**config.mk**
```make
export PLATFORM = sky130hd
export DESIGN_NAME = wav_riff_pcm_stream_parser_top
export DESIGN_NICKNAME = d
export VERILOG_FILES = /design/src/hdl/wrp_pkg.sv /design/src/hdl/wrp_front.sv /design/src/hdl/wrp_queue.sv /design/src/hdl/wrp_back.sv /design/src/hdl/wav_riff_pcm_stream_parser_top.sv
export SDC_FILE = /design/constraint.sdc
export NUM_CORES = 2
export LEC_CHECK = 0
export CORE_MARGIN = 8
export CORE_UTILIZATION = 40
export DETAILED_ROUTE_END_ITERATION = 8
export DONT_BUFFER_PORTS = 1
export HOLD_SLACK_MARGIN = 0.15
export PLACE_DENSITY = 0.59
export SKIP_LAST_GASP = 1
export SYNTH_ARGS = -nofsm -noshare
export SYNTH_HDL_FRONTEND = slang
export SYNTH_SLANG_ARGS = --single-unit
export TNS_END_PERCENT = 50
```
**constraint.sdc**
```tcl
create_clock -name clk -period 10.7 [get_ports clk]
set_input_delay 0.535 -clock clk [delete_from_list [all_inputs] [get_ports clk]]
set_output_delay 0.535 -clock clk [all_outputs]
set_load 0.02 [all_outputs]
```
**src/hdl/wrp_pkg.sv**
```systemverilog
`timescale 1ns / 1ps
// shared types and constants for the wav riff pcm stream parser
// no dependencies; used by wrp_front, wrp_queue, wrp_back and the top level
package wrp_pkg;

	// chunk identifiers, big-endian four-character codes
	localparam logic [31:0] ID_RIFF   = 32'h52494646;
	localparam logic [31:0] ID_FMT    = 32'h666D7420;
	localparam logic [31:0] ID_DATA   = 32'h64617461;
	localparam logic [31:0] FORM_WAVE = 32'h57415645;
	localparam logic [15:0] TAG_EXTENSIBLE = 16'hFFFE;

	// fmt chunk byte counts
	localparam int FMT_BODY_BYTES = 16;
	localparam int FMT_EXT_BYTES  = 24;

	// default depth of the queue between parser and converter
	localparam int QUEUE_DEPTH = 4;

	// result event codes
	localparam logic [2:0] EV_SAMPLE   = 3'd0;
	localparam logic [2:0] EV_FORMAT   = 3'd1;
	localparam logic [2:0] EV_NOT_WAVE = 3'd2;
	localparam logic [2:0] EV_BAD_DATA = 3'd3;
	localparam logic [2:0] EV_SKIPPED  = 3'd4;

	// sample width codes (bytes per sample)
	localparam logic [1:0] NB_8  = 2'd1;
	localparam logic [1:0] NB_16 = 2'd2;
	localparam logic [1:0] NB_24 = 2'd3;

	// one classified result on its way from parser to converter
	typedef struct packed {
		logic [2:0]  event_res;
		logic [23:0] raw;
		logic [1:0]  nb;
		logic [15:0] channel_index;
		logic [15:0] format_tag;
		logic [15:0] channel_count;
		logic [31:0] rate_hz;
		logic [31:0] bytes_per_second;
		logic [15:0] frame_bytes;
		logic [15:0] sample_bits;
		logic [31:0] skipped_id;
	} entry_t;

endpackage

```
**src/hdl/wrp_front.sv**
```systemverilog
`timescale 1ns / 1ps
// byte-wise chunk parser: walks the riff structure and pushes classified results
// depends on wrp_pkg
module wrp_front (
	input  logic               clk,
	input  logic               arst_n,
	input  logic               accept,
	input  logic               cmd,
	input  logic [7:0]         data_byte,
	output logic               push,
	output wrp_pkg::entry_t    push_entry
);

	typedef enum logic [3:0] {
		PH_ID, PH_RIFF_SIZE, PH_RIFF_FORM, PH_FMT_SIZE, PH_FMT_BODY, PH_FMT_EXT,
		PH_DATA_SIZE, PH_SAMPLE, PH_SKIP, PH_UNK_SIZE, PH_HALT
	} phase_t;

	phase_t      phase_q, phase_d;
	logic [5:0]  cnt_q, cnt_d;
	logic [31:0] shift_q, shift_d;
	logic [31:0] left_q, left_d;
	logic [15:0] chan_q, chan_d;
	logic [15:0] tag_q, tag_d;
	logic [15:0] chans_q, chans_d;
	logic [31:0] rate_q, rate_d;
	logic [31:0] brate_q, brate_d;
	logic [15:0] align_q, align_d;
	logic [15:0] bits_q, bits_d;
	logic [17:0] fb_q, fb_d;
	logic [1:0]  nb_q, nb_d;

	logic [5:0]  bump;
	logic [31:0] sh_be;
	logic [31:0] sh_le;
	logic [31:0] left_dec;
	logic [1:0]  nb_fmt;
	logic [17:0] fb_fmt;
	logic        bad_fmt;

	// byte assembly helpers
	always_comb begin
		bump     = cnt_q + 6'd1;
		sh_be    = {shift_q[23:0], data_byte};
		left_dec = left_q - 32'd1;
		unique case (cnt_q[1:0])
			2'd0: sh_le = {shift_q[31:8], data_byte};
			2'd1: sh_le = {shift_q[31:16], data_byte, shift_q[7:0]};
			2'd2: sh_le = {shift_q[31:24], data_byte, shift_q[15:0]};
			default: sh_le = {data_byte, shift_q[23:0]};
		endcase
		// frame size from the format fields
		bad_fmt = 1'b0;
		unique case (bits_q)
			16'd8:  nb_fmt = wrp_pkg::NB_8;
			16'd16: nb_fmt = wrp_pkg::NB_16;
			16'd24: nb_fmt = wrp_pkg::NB_24;
			default: begin
				nb_fmt  = wrp_pkg::NB_8;
				bad_fmt = 1'b1;
			end
		endcase
		if (chans_q == 16'd0) bad_fmt = 1'b1;
		unique case (nb_fmt)
			wrp_pkg::NB_16: fb_fmt = {1'b0, chans_q, 1'b0};
			wrp_pkg::NB_24: fb_fmt = {2'b00, chans_q} + {1'b0, chans_q, 1'b0};
			default:        fb_fmt = {2'b00, chans_q};
		endcase
	end

	// next state and result classification
	always_comb begin
		phase_d = phase_q;
		cnt_d   = cnt_q;
		shift_d = shift_q;
		left_d  = left_q;
		chan_d  = chan_q;
		tag_d   = tag_q;
		chans_d = chans_q;
		rate_d  = rate_q;
		brate_d = brate_q;
		align_d = align_q;
		bits_d  = bits_q;
		fb_d    = fb_q;
		nb_d    = nb_q;
		push    = 1'b0;
		push_entry = '0;
		if (accept) begin
			if (cmd) begin
				phase_d = PH_ID;
				cnt_d   = '0;
				shift_d = '0;
				left_d  = '0;
				chan_d  = '0;
				tag_d   = '0;
				chans_d = '0;
				rate_d  = '0;
				brate_d = '0;
				align_d = '0;
				bits_d  = '0;
			end else begin
				cnt_d = bump;
				unique case (phase_q)
					PH_ID: begin
						shift_d = sh_be;
						if (bump == 6'd4) begin
							cnt_d   = '0;
							shift_d = '0;
							if (sh_be == wrp_pkg::ID_RIFF) begin
								phase_d = PH_RIFF_SIZE;
							end else if (sh_be == wrp_pkg::ID_FMT) begin
								tag_d   = '0;
								chans_d = '0;
								rate_d  = '0;
								brate_d = '0;
								align_d = '0;
								bits_d  = '0;
								phase_d = PH_FMT_SIZE;
							end else if (sh_be == wrp_pkg::ID_DATA) begin
								phase_d = PH_DATA_SIZE;
							end else begin
								left_d  = sh_be;
								phase_d = PH_UNK_SIZE;
							end
						end
					end
					PH_RIFF_SIZE, PH_FMT_SIZE: begin
						if (bump == 6'd4) begin
							cnt_d   = '0;
							phase_d = (phase_q == PH_RIFF_SIZE) ? PH_RIFF_FORM : PH_FMT_BODY;
						end
					end
					PH_RIFF_FORM: begin
						shift_d = sh_be;
						if (bump == 6'd4) begin
							cnt_d   = '0;
							shift_d = '0;
							if (sh_be == wrp_pkg::FORM_WAVE) begin
								phase_d = PH_ID;
							end else begin
								phase_d = PH_HALT;
								push    = 1'b1;
								push_entry.event_res = wrp_pkg::EV_NOT_WAVE;
							end
						end
					end
					PH_FMT_BODY: begin
						unique case (cnt_q[3:0])
							4'd0:  tag_d[7:0]    = data_byte;
							4'd1:  tag_d[15:8]   = data_byte;
							4'd2:  chans_d[7:0]  = data_byte;
							4'd3:  chans_d[15:8] = data_byte;
							4'd4:  rate_d[7:0]   = data_byte;
							4'd5:  rate_d[15:8]  = data_byte;
							4'd6:  rate_d[23:16] = data_byte;
							4'd7:  rate_d[31:24] = data_byte;
							4'd8:  brate_d[7:0]   = data_byte;
							4'd9:  brate_d[15:8]  = data_byte;
							4'd10: brate_d[23:16] = data_byte;
							4'd11: brate_d[31:24] = data_byte;
							4'd12: align_d[7:0]  = data_byte;
							4'd13: align_d[15:8] = data_byte;
							4'd14: bits_d[7:0]   = data_byte;
							default: bits_d[15:8] = data_byte;
						endcase
						if (bump == 6'(wrp_pkg::FMT_BODY_BYTES)) begin
							cnt_d   = '0;
							shift_d = '0;
							if (tag_q == wrp_pkg::TAG_EXTENSIBLE) begin
								phase_d = PH_FMT_EXT;
							end else begin
								phase_d = PH_ID;
								push    = 1'b1;
								push_entry.event_res        = wrp_pkg::EV_FORMAT;
								push_entry.format_tag       = tag_q;
								push_entry.channel_count    = chans_q;
								push_entry.rate_hz          = rate_q;
								push_entry.bytes_per_second = brate_q;
								push_entry.frame_bytes      = align_q;
								push_entry.sample_bits      = {data_byte, bits_q[7:0]};
							end
						end
					end
					PH_FMT_EXT: begin
						if (bump == 6'(wrp_pkg::FMT_EXT_BYTES)) begin
							cnt_d   = '0;
							shift_d = '0;
							phase_d = PH_ID;
							push    = 1'b1;
							push_entry.event_res        = wrp_pkg::EV_FORMAT;
							push_entry.format_tag       = tag_q;
							push_entry.channel_count    = chans_q;
							push_entry.rate_hz          = rate_q;
							push_entry.bytes_per_second = brate_q;
							push_entry.frame_bytes      = align_q;
							push_entry.sample_bits      = bits_q;
						end
					end
					PH_DATA_SIZE: begin
						shift_d = sh_le;
						if (bump == 6'd4) begin
							cnt_d   = '0;
							shift_d = '0;
							chan_d  = '0;
							fb_d    = fb_fmt;
							nb_d    = nb_fmt;
							left_d  = sh_le;
							if (bad_fmt) begin
								push = 1'b1;
								push_entry.event_res = wrp_pkg::EV_BAD_DATA;
								phase_d = (sh_le != 32'd0) ? PH_SKIP : PH_ID;
							end else if (sh_le >= {14'd0, fb_fmt}) begin
								phase_d = PH_SAMPLE;
							end else begin
								phase_d = (sh_le != 32'd0) ? PH_SKIP : PH_ID;
							end
						end
					end
					PH_SAMPLE: begin
						shift_d = sh_le;
						left_d  = left_dec;
						if (bump[1:0] == nb_q) begin
							cnt_d   = '0;
							shift_d = '0;
							push    = 1'b1;
							push_entry.event_res     = wrp_pkg::EV_SAMPLE;
							push_entry.raw           = sh_le[23:0];
							push_entry.nb            = nb_q;
							push_entry.channel_index = chan_q;
							chan_d = chan_q + 16'd1;
							// frame complete: go on only while a whole frame remains
							if (chan_d >= chans_q) begin
								chan_d = '0;
								if (left_dec < {14'd0, fb_q})
									phase_d = (left_dec != 32'd0) ? PH_SKIP : PH_ID;
							end
						end
					end
					PH_UNK_SIZE: begin
						shift_d = sh_le;
						if (bump == 6'd4) begin
							cnt_d   = '0;
							shift_d = '0;
							left_d  = sh_le;
							phase_d = (sh_le != 32'd0) ? PH_SKIP : PH_ID;
							push    = 1'b1;
							push_entry.event_res  = wrp_pkg::EV_SKIPPED;
							push_entry.skipped_id = left_q;
						end
					end
					PH_SKIP: begin
						cnt_d  = cnt_q;
						left_d = left_dec;
						if (left_dec == 32'd0) phase_d = PH_ID;
					end
					default: begin
						cnt_d = cnt_q;
					end
				endcase
			end
		end
	end

	// parser state
	always_ff @(posedge clk or negedge arst_n) begin
		if (!arst_n) begin
			phase_q <= PH_ID;
			cnt_q   <= '0;
			shift_q <= '0;
			left_q  <= '0;
			chan_q  <= '0;
			tag_q   <= '0;
			chans_q <= '0;
			rate_q  <= '0;
			brate_q <= '0;
			align_q <= '0;
			bits_q  <= '0;
			fb_q    <= '0;
			nb_q    <= wrp_pkg::NB_8;
		end else begin
			phase_q <= phase_d;
			cnt_q   <= cnt_d;
			shift_q <= shift_d;
			left_q  <= left_d;
			chan_q  <= chan_d;
			tag_q   <= tag_d;
			chans_q <= chans_d;
			rate_q  <= rate_d;
			brate_q <= brate_d;
			align_q <= align_d;
			bits_q  <= bits_d;
			fb_q    <= fb_d;
			nb_q    <= nb_d;
		end
	end

endmodule

```
**src/hdl/wrp_queue.sv**
```systemverilog
`timescale 1ns / 1ps
// small fifo of classified results between parser and converter
// depends on wrp_pkg
module wrp_queue #(
	parameter int Depth = wrp_pkg::QUEUE_DEPTH
) (
	input  logic            clk,
	input  logic            arst_n,
	input  logic            push,
	input  wrp_pkg::entry_t push_entry,
	input  logic            pop,
	output logic            full,
	output logic            head_valid,
	output wrp_pkg::entry_t head_entry
);

	localparam int AW = (Depth > 1) ? $clog2(Depth) : 1;
	localparam int CW = $clog2(Depth + 1);

	wrp_pkg::entry_t mem_q [Depth];
	logic [AW-1:0] wr_q, rd_q;
	logic [CW-1:0] count_q;

	assign full       = (count_q == CW'(Depth));
	assign head_valid = (count_q != '0);
	assign head_entry = mem_q[rd_q];

	// storage
	always_ff @(posedge clk) begin
		if (push) mem_q[wr_q] <= push_entry;
	end

	// pointers and fill count
	always_ff @(posedge clk or negedge arst_n) begin
		if (!arst_n) begin
			wr_q    <= '0;
			rd_q    <= '0;
			count_q <= '0;
		end else begin
			if (push) wr_q <= (wr_q == AW'(Depth - 1)) ? '0 : wr_q + AW'(1);
			if (pop)  rd_q <= (rd_q == AW'(Depth - 1)) ? '0 : rd_q + AW'(1);
			if (push && !pop)      count_q <= count_q + CW'(1);
			else if (pop && !push) count_q <= count_q - CW'(1);
		end
	end

endmodule

```
**src/hdl/wrp_back.sv**
```systemverilog
`timescale 1ns / 1ps
// sample converter to signed q23 and the output register
// depends on wrp_pkg
module wrp_back (
	input  logic            clk,
	input  logic            arst_n,
	input  logic            head_valid,
	input  wrp_pkg::entry_t head_entry,
	output logic            pop,
	output logic            out_valid,
	input  logic            out_stall,
	output logic [2:0]      event_res,
	output logic signed [24:0] sample_value,
	output logic [15:0]     channel_index,
	output logic [15:0]     format_tag,
	output logic [15:0]     channel_count,
	output logic [31:0]     rate_hz,
	output logic [31:0]     bytes_per_second,
	output logic [15:0]     frame_bytes,
	output logic [15:0]     sample_bits,
	output logic [31:0]     skipped_id
);

	logic        valid_q;
	logic [24:0] conv;
	logic [25:0] u8;
	logic [16:0] mag16;
	logic [23:0] x16;
	logic [8:0]  q16;
	logic [15:0] rem16;
	logic [24:0] r16;
	logic [24:0] mag24;
	logic [24:0] r24;
	logic        neg;
	logic [24:0] mag;

	assign pop       = head_valid && (!valid_q || !out_stall);
	assign out_valid = valid_q;

	// q23 conversion, rounded to nearest
	always_comb begin
		// 8 bit: b*2^24/255 = b*65793 + b/255, offset by one half scale
		u8 = {18'd0, head_entry.raw[7:0]} * 26'd65793
			+ {25'd0, head_entry.raw[7]} - 26'h0800000;
		// 16 bit: |s|*2^23/32767 = 256|s| + 256|s|/32767
		mag16 = head_entry.raw[15] ? (17'h10000 - {1'b0, head_entry.raw[15:0]})
			: {1'b0, head_entry.raw[15:0]};
		x16   = {mag16[15:0], 8'd0} + {mag16[16], 23'd0} + 24'd16383;
		q16   = x16[23:15];
		rem16 = {1'b0, x16[14:0]} + {7'd0, q16};
		r16   = {mag16, 8'd0} + {16'd0, q16} + {24'd0, (rem16 >= 16'd32767)};
		// 24 bit: |s|*2^23/8388607 = |s| + |s|/8388607
		mag24 = head_entry.raw[23] ? (25'h1000000 - {1'b0, head_entry.raw})
			: {1'b0, head_entry.raw};
		r24   = mag24 + {24'd0, (mag24 >= 25'h0400000)};
		unique case (head_entry.nb)
			wrp_pkg::NB_16: begin
				neg = head_entry.raw[15];
				mag = r16;
			end
			wrp_pkg::NB_24: begin
				neg = head_entry.raw[23];
				mag = r24;
			end
			default: begin
				neg = 1'b0;
				mag = u8[24:0];
			end
		endcase
		if (head_entry.event_res != wrp_pkg::EV_SAMPLE) conv = '0;
		else conv = neg ? (25'd0 - mag) : mag;
	end

	// output register
	always_ff @(posedge clk or negedge arst_n) begin
		if (!arst_n) begin
			valid_q <= 1'b0;
		end else if (pop) begin
			valid_q <= 1'b1;
		end else if (!out_stall) begin
			valid_q <= 1'b0;
		end
	end

	always_ff @(posedge clk) begin
		if (pop) begin
			event_res        <= head_entry.event_res;
			sample_value     <= conv;
			channel_index    <= head_entry.channel_index;
			format_tag       <= head_entry.format_tag;
			channel_count    <= head_entry.channel_count;
			rate_hz          <= head_entry.rate_hz;
			bytes_per_second <= head_entry.bytes_per_second;
			frame_bytes      <= head_entry.frame_bytes;
			sample_bits      <= head_entry.sample_bits;
			skipped_id       <= head_entry.skipped_id;
		end
	end

endmodule

```
**src/hdl/wav_riff_pcm_stream_parser_top.sv**
```systemverilog
`timescale 1ns / 1ps
// top level of the wav riff pcm stream parser
// depends on wrp_pkg, wrp_front, wrp_queue, wrp_back
//
// Takes a WAV file one byte per beat and reports format, sample, error and
// skipped-chunk events. One byte is accepted every cycle while in_stall is low;
// in_stall rises only when the result queue between the byte parser and the
// sample converter is full, which happens only while out_stall holds results
// back. Each result is held in the result queue and then in the output
// register. Samples of 8, 16 and 24 bits come out as signed Q23 with their
// channel index; only whole frames are emitted. cmd high restarts the parser
// for a new file while results already queued are still delivered.
module wav_riff_pcm_stream_parser_top #(
	parameter int QueueDepth = wrp_pkg::QUEUE_DEPTH
) (
	input  logic               clk,
	input  logic               arst_n,
	input  logic               in_valid,
	output logic               in_stall,
	input  logic               cmd,
	input  logic [7:0]         data_byte,
	output logic               out_valid,
	input  logic               out_stall,
	output logic [2:0]         event_res,
	output logic signed [24:0] sample_value,
	output logic [15:0]        channel_index,
	output logic [15:0]        format_tag,
	output logic [15:0]        channel_count,
	output logic [31:0]        rate_hz,
	output logic [31:0]        bytes_per_second,
	output logic [15:0]        frame_bytes,
	output logic [15:0]        sample_bits,
	output logic [31:0]        skipped_id
);

	logic            accept;
	logic            push;
	logic            pop;
	logic            full;
	logic            head_valid;
	wrp_pkg::entry_t push_entry;
	wrp_pkg::entry_t head_entry;

	// input beat handshake
	assign in_stall = full;
	assign accept   = in_valid && !full;

	wrp_front u_front (
		.clk        (clk),
		.arst_n     (arst_n),
		.accept     (accept),
		.cmd        (cmd),
		.data_byte  (data_byte),
		.push       (push),
		.push_entry (push_entry)
	);

	wrp_queue #(.Depth(QueueDepth)) u_queue (
		.clk        (clk),
		.arst_n     (arst_n),
		.push       (push),
		.push_entry (push_entry),
		.pop        (pop),
		.full       (full),
		.head_valid (head_valid),
		.head_entry (head_entry)
	);

	wrp_back u_back (
		.clk              (clk),
		.arst_n           (arst_n),
		.head_valid       (head_valid),
		.head_entry       (head_entry),
		.pop              (pop),
		.out_valid        (out_valid),
		.out_stall        (out_stall),
		.event_res        (event_res),
		.sample_value     (sample_value),
		.channel_index    (channel_index),
		.format_tag       (format_tag),
		.channel_count    (channel_count),
		.rate_hz          (rate_hz),
		.bytes_per_second (bytes_per_second),
		.frame_bytes      (frame_bytes),
		.sample_bits      (sample_bits),
		.skipped_id       (skipped_id)
	);

endmodule
```
==> summary.txt <==
Synthesis
  • Yosys top cell area share: 54.44%
  • Post-synth EDFFs: 1024
  • Cell type with the largest total area after synthesis: edfxtp_1
  • Post-Synth XOR/XNOR Area: 2.439%
  • Largest family of logic cells by synthesized area: multiplexers
  • Post-Synth Simple-Gate Area: 9.070%
  • Yosys warning total: 0
  • Compound-Gate Fraction of Synth Area: 7.514%
  • Post-synth net total: 3895
  • Commonest cells post-synth: 1024 x edfxtp_1, 245 x dfrtp_1, 232 x nand2_1, 202 x mux4_2, 191 x nor2_1
  • Count leader, synth: edfxtp_1
  • Asr flop ratio synth: 19.37%
  • Flops & latches, synth: 1270
  • Mean Syn Cell Area: 14.96 sq um
  • Sequential area share after synthesis: 65.35%
  • Distinct cells, synth: 106
  • Synth Flop Type: edfxtp_1
  • Top post-synthesis cells by area: edfxtp_1 54%, dfrtp_1 11%, mux4_2 8.1%, mux2_2 2.8%, ha_1 2.3%
  • Synth Cell Area: 56480 sq um
  • Mux cell area share after synthesis: 11.22%
  • Post-synthesis adder-cell area fraction: 2.415%
  • Mapped Cells: 3775

Placed design
  • GPL Wtd Cong: 0.8882
  • Post-DP HPWL: ~93000 um
  • Pre-CTS setup slack: about 1.6 ns
  • Cells after DPL: 5525
  • Cell Area, Placed: between 50000 and 60000 sq um
  • PortBufs: 0

Layout
  • Fillers: 12490
  • Finished Layout Cells: ~5800
  • Final nets: 3904
  • Layout area overhead: 12.04%
  • Final Cell Area: 63280 sq um
  • Layout cell share with drive strength beyond 1: ~18%

Timing
  • Setup TNS: 0 ns
  • Final setup vio count: 0
  • RSZ-0062 raised after global routing: false
  • Hold Vio Cnt, Final: 0
  • Actual slew at the worst max-slew pin: about 1.4 ns
  • Fmax: 109.7 MHz
  • Tmin final: 9.117 ns
  • Slew Limit Fails: 0
  • Slew margin rel.: 5.253%
  • Clock skew: 0.02943 ns
  • Period utilization: 85.21%
  • Final WS setup: 1.583 ns

Drt
  • Drt wl/cell: 25.23 um
  • # DRC: 0
  • Vias per cell: 5.647
  • Total Wirelength: 146000 um
  • Vias post-DR: 32680
  • DRT Pass-1 Iters: 6
  • Post-DRT Antenna Nets: 0
  • DRT iter0 DRCs: ~3200

Worst setup path
  • Cell class contributing the biggest share of worst-path delay: simple AND/OR/NAND/NOR gates
  • CP required: 11.16 ns
  • Worst Setup SP: u_queue.rd_q[0]
  • Reg-to-reg endpoint: u_back.sample_value[18]
  • Worst setup path end: u_back.sample_value[18]
  • Worst reg2reg path depth: 29
  • CP max-delay cell: mux4_1
  • Type of the worst setup path: flop to flop
  • Crit end category: flop
  • Worst path arrival time: 9.58 ns
  • Critical path buffers and inverters: 4
  • R2R setup slack: 1.58 ns
  • Worst-path fanout max: 29
  • Worst path depth: 29
  • Max incr delay on CP: 0.94 ns
  • Setup crit start kind: flop
  • RR Startpoint: u_queue.rd_q[0]

Global routing
  • Largest net degree at the start of global routing: 247
  • M1 GR Usage: 25.37%
  • First-pass GRT wire length: 219200 um
  • GRT Total Usage: a little under a fifth
  • Global route overflow: 0
  • Grt met3 use: 4.274%
  • Top Usage Layer GRT: met2
  • Met2 GRT Util: 30.25%
  • Vias in the first global route: approximately 33000
  • Initial antenna violation count: 6

Clocking
  • Level count of the clock H-tree: 4
  • Total setup buffers inserted after CTS: 0
  • Resized cells post-CTS: 0
  • Hold_buf cts: 13
  • Worst-case clock buffer depth: 3
  • CTS tree: done
  • Worst-path clk slew: 0.07 ns
  • CTS Buf Count: between 100 and 150
  • Clock sinks: 1270
  • Clock root cell: clkbuf_16
  • Skew-Pair Late Insertion Delay: 0.77 ns

Job
  • Max_cap viols: 0

Die
  • Starting Density: approximately two fifths
  • Placement row count: 138
  • DIE AREA: 153500 sq um
  • Floorplan core area: about 140000 sq um
  • Chip Width: 391.8 um
  • Chip Height: 391.8 um
  • IO Pins: 219

Hold path
  • Hold WC Path Type: input port to flop

Power and ir drop
  • Power, Total: ~0.015 W
  • Pwr dens: about 240 nW/um^2
  • Worst vdd ir: 169.5 uV
  • LEAKAGE: 23.06 nW

Run status
  • Outcome: finished, final reports clean
[layer usage]
metal  wire length [um]  part of all wire (%)  vias up
li1                   -                     -    14650
met1              63350                    43    16810
met2              69560                    48      980
met3               8748                   6.0      241
met4               4345                   3.0        0
met5                  0                     0        -
[flip-flops by register name, indices dropped and copies added (netlist names), 4 cells and up]
signal	count
u_front.brate_q	32
u_front.phase_q	4
u_back.skipped_id	32
u_front.fb_q	18
u_back.channel_count	16
u_back.rate_hz	32
u_front.rate_q	32
u_front.cnt_q	6
u_back.frame_bytes	16
u_front.left_q	32
u_front.bits_q	16
u_back.sample_bits	16
u_front.chan_q	16
u_front.align_q	16
u_front.shift_q	32
u_back.format_tag	16
u_back.channel_index	16
u_queue.mem_q	820
u_front.tag_q	16
u_front.chans_q	16
u_back.bytes_per_second	32
u_back.sample_value	25
[metrics by stage]
step                      utilization (%)  hold WS (ns)
after CTS                           44.89        0.1524
after global placement              41.61        0.2677
after detailed placement            41.61        0.2674
after global routing                44.91        0.1853
final                               44.91        0.1889
after floorplan                         -        0.2394
[how the worst min path moves through the flow]
stage	depth (start not counted)	end	startpoint
6_report	3	u_front.left_q[3]	data_byte[3]
5_1_grt	3	u_front.left_q[3]	data_byte[3]
4_1_cts	3	u_front.left_q[3]	data_byte[3]
3_5_place_dp	0	u_front.rate_q[26]	arst_n
3_3_place_gp	0	u_front.rate_q[26]	arst_n
2_1_floorplan	0	u_back.out_valid	arst_n
[cell type report]
cell class                 instances  area, sq um  share of cell area, %
antenna                            5        12.51                0.01977
timing repair buffer              82        748.2                  1.182
sequential                      1270        36910                  58.33
tap                             1890         2365                  3.737
clock buffer                     183         3657                  5.779
clock inverter                    61        804.5                  1.271
multi-input combinational       2223        18500                  29.23
inverter                          74        285.3                 0.4508
[layout by cell type, fill, tap and decap left out, types with 16 or more instances in the layout]
cell	synthesis	final
edfxtp_1	1024	1024
dfrtp_1	245	243
nand2_1	232	232
mux4_2	202	202
nor2_1	191	183
o21ai_0	149	149
and2_1	150	146
mux2_2	142	142
a21oi_1	138	138
clkbuf_16	0	134
ha_1	105	105
xnor2_1	92	92
a22oi_1	69	69
inv_1	69	68
and3_1	66	66
buf_4	5	63
nor3_1	63	62
xor2_1	59	59
nand3_1	59	59
clkbuf_1	150	37
nor4_1	32	32
a31oi_1	31	31
a22o_1	30	30
nor2b_1	26	26
nand4_1	25	25
a21o_1	25	25
or3_1	24	24
clkinv_2	0	18
o21a_1	16	16
[cells by family after synthesis]
kind of cell               count (synthesis)
xor gates and xnor gates                 154
adders and majority gates                108
buffers and inverters                    282
DFF                                     1270
muxes                                    361
AOI/OAI and AO/OA                        635
and+or+nand+nor                          965
[worst register-to-register path: cells and delay by family, from the launching register on]
kind	cells	cell delay [ns]
AO/OA/AOI/OAI	4	0.82
XOR/XNOR	2	0.73
adder cells (fa/ha/maj)	3	0.77
buffers and inverters	4	0.99
flip-flops	1	0.80
multiplexers	2	1.18
AND/OR/NAND/NOR	14	3.54
[power by group]
group / leakage (nW) / switching, W / internal (W) / total, W
registers: 13.7 / 0.000795 / 0.00593 / 0.00673
clock network: 2.16 / 0.00195 / 0.00274 / 0.00469
logic: 7.21 / 0.00246 / 0.00153 / 0.00399
total: 23.1 / 0.00521 / 0.0102 / 0.0154
Note: power is estimated with default switching activity, not from simulation.
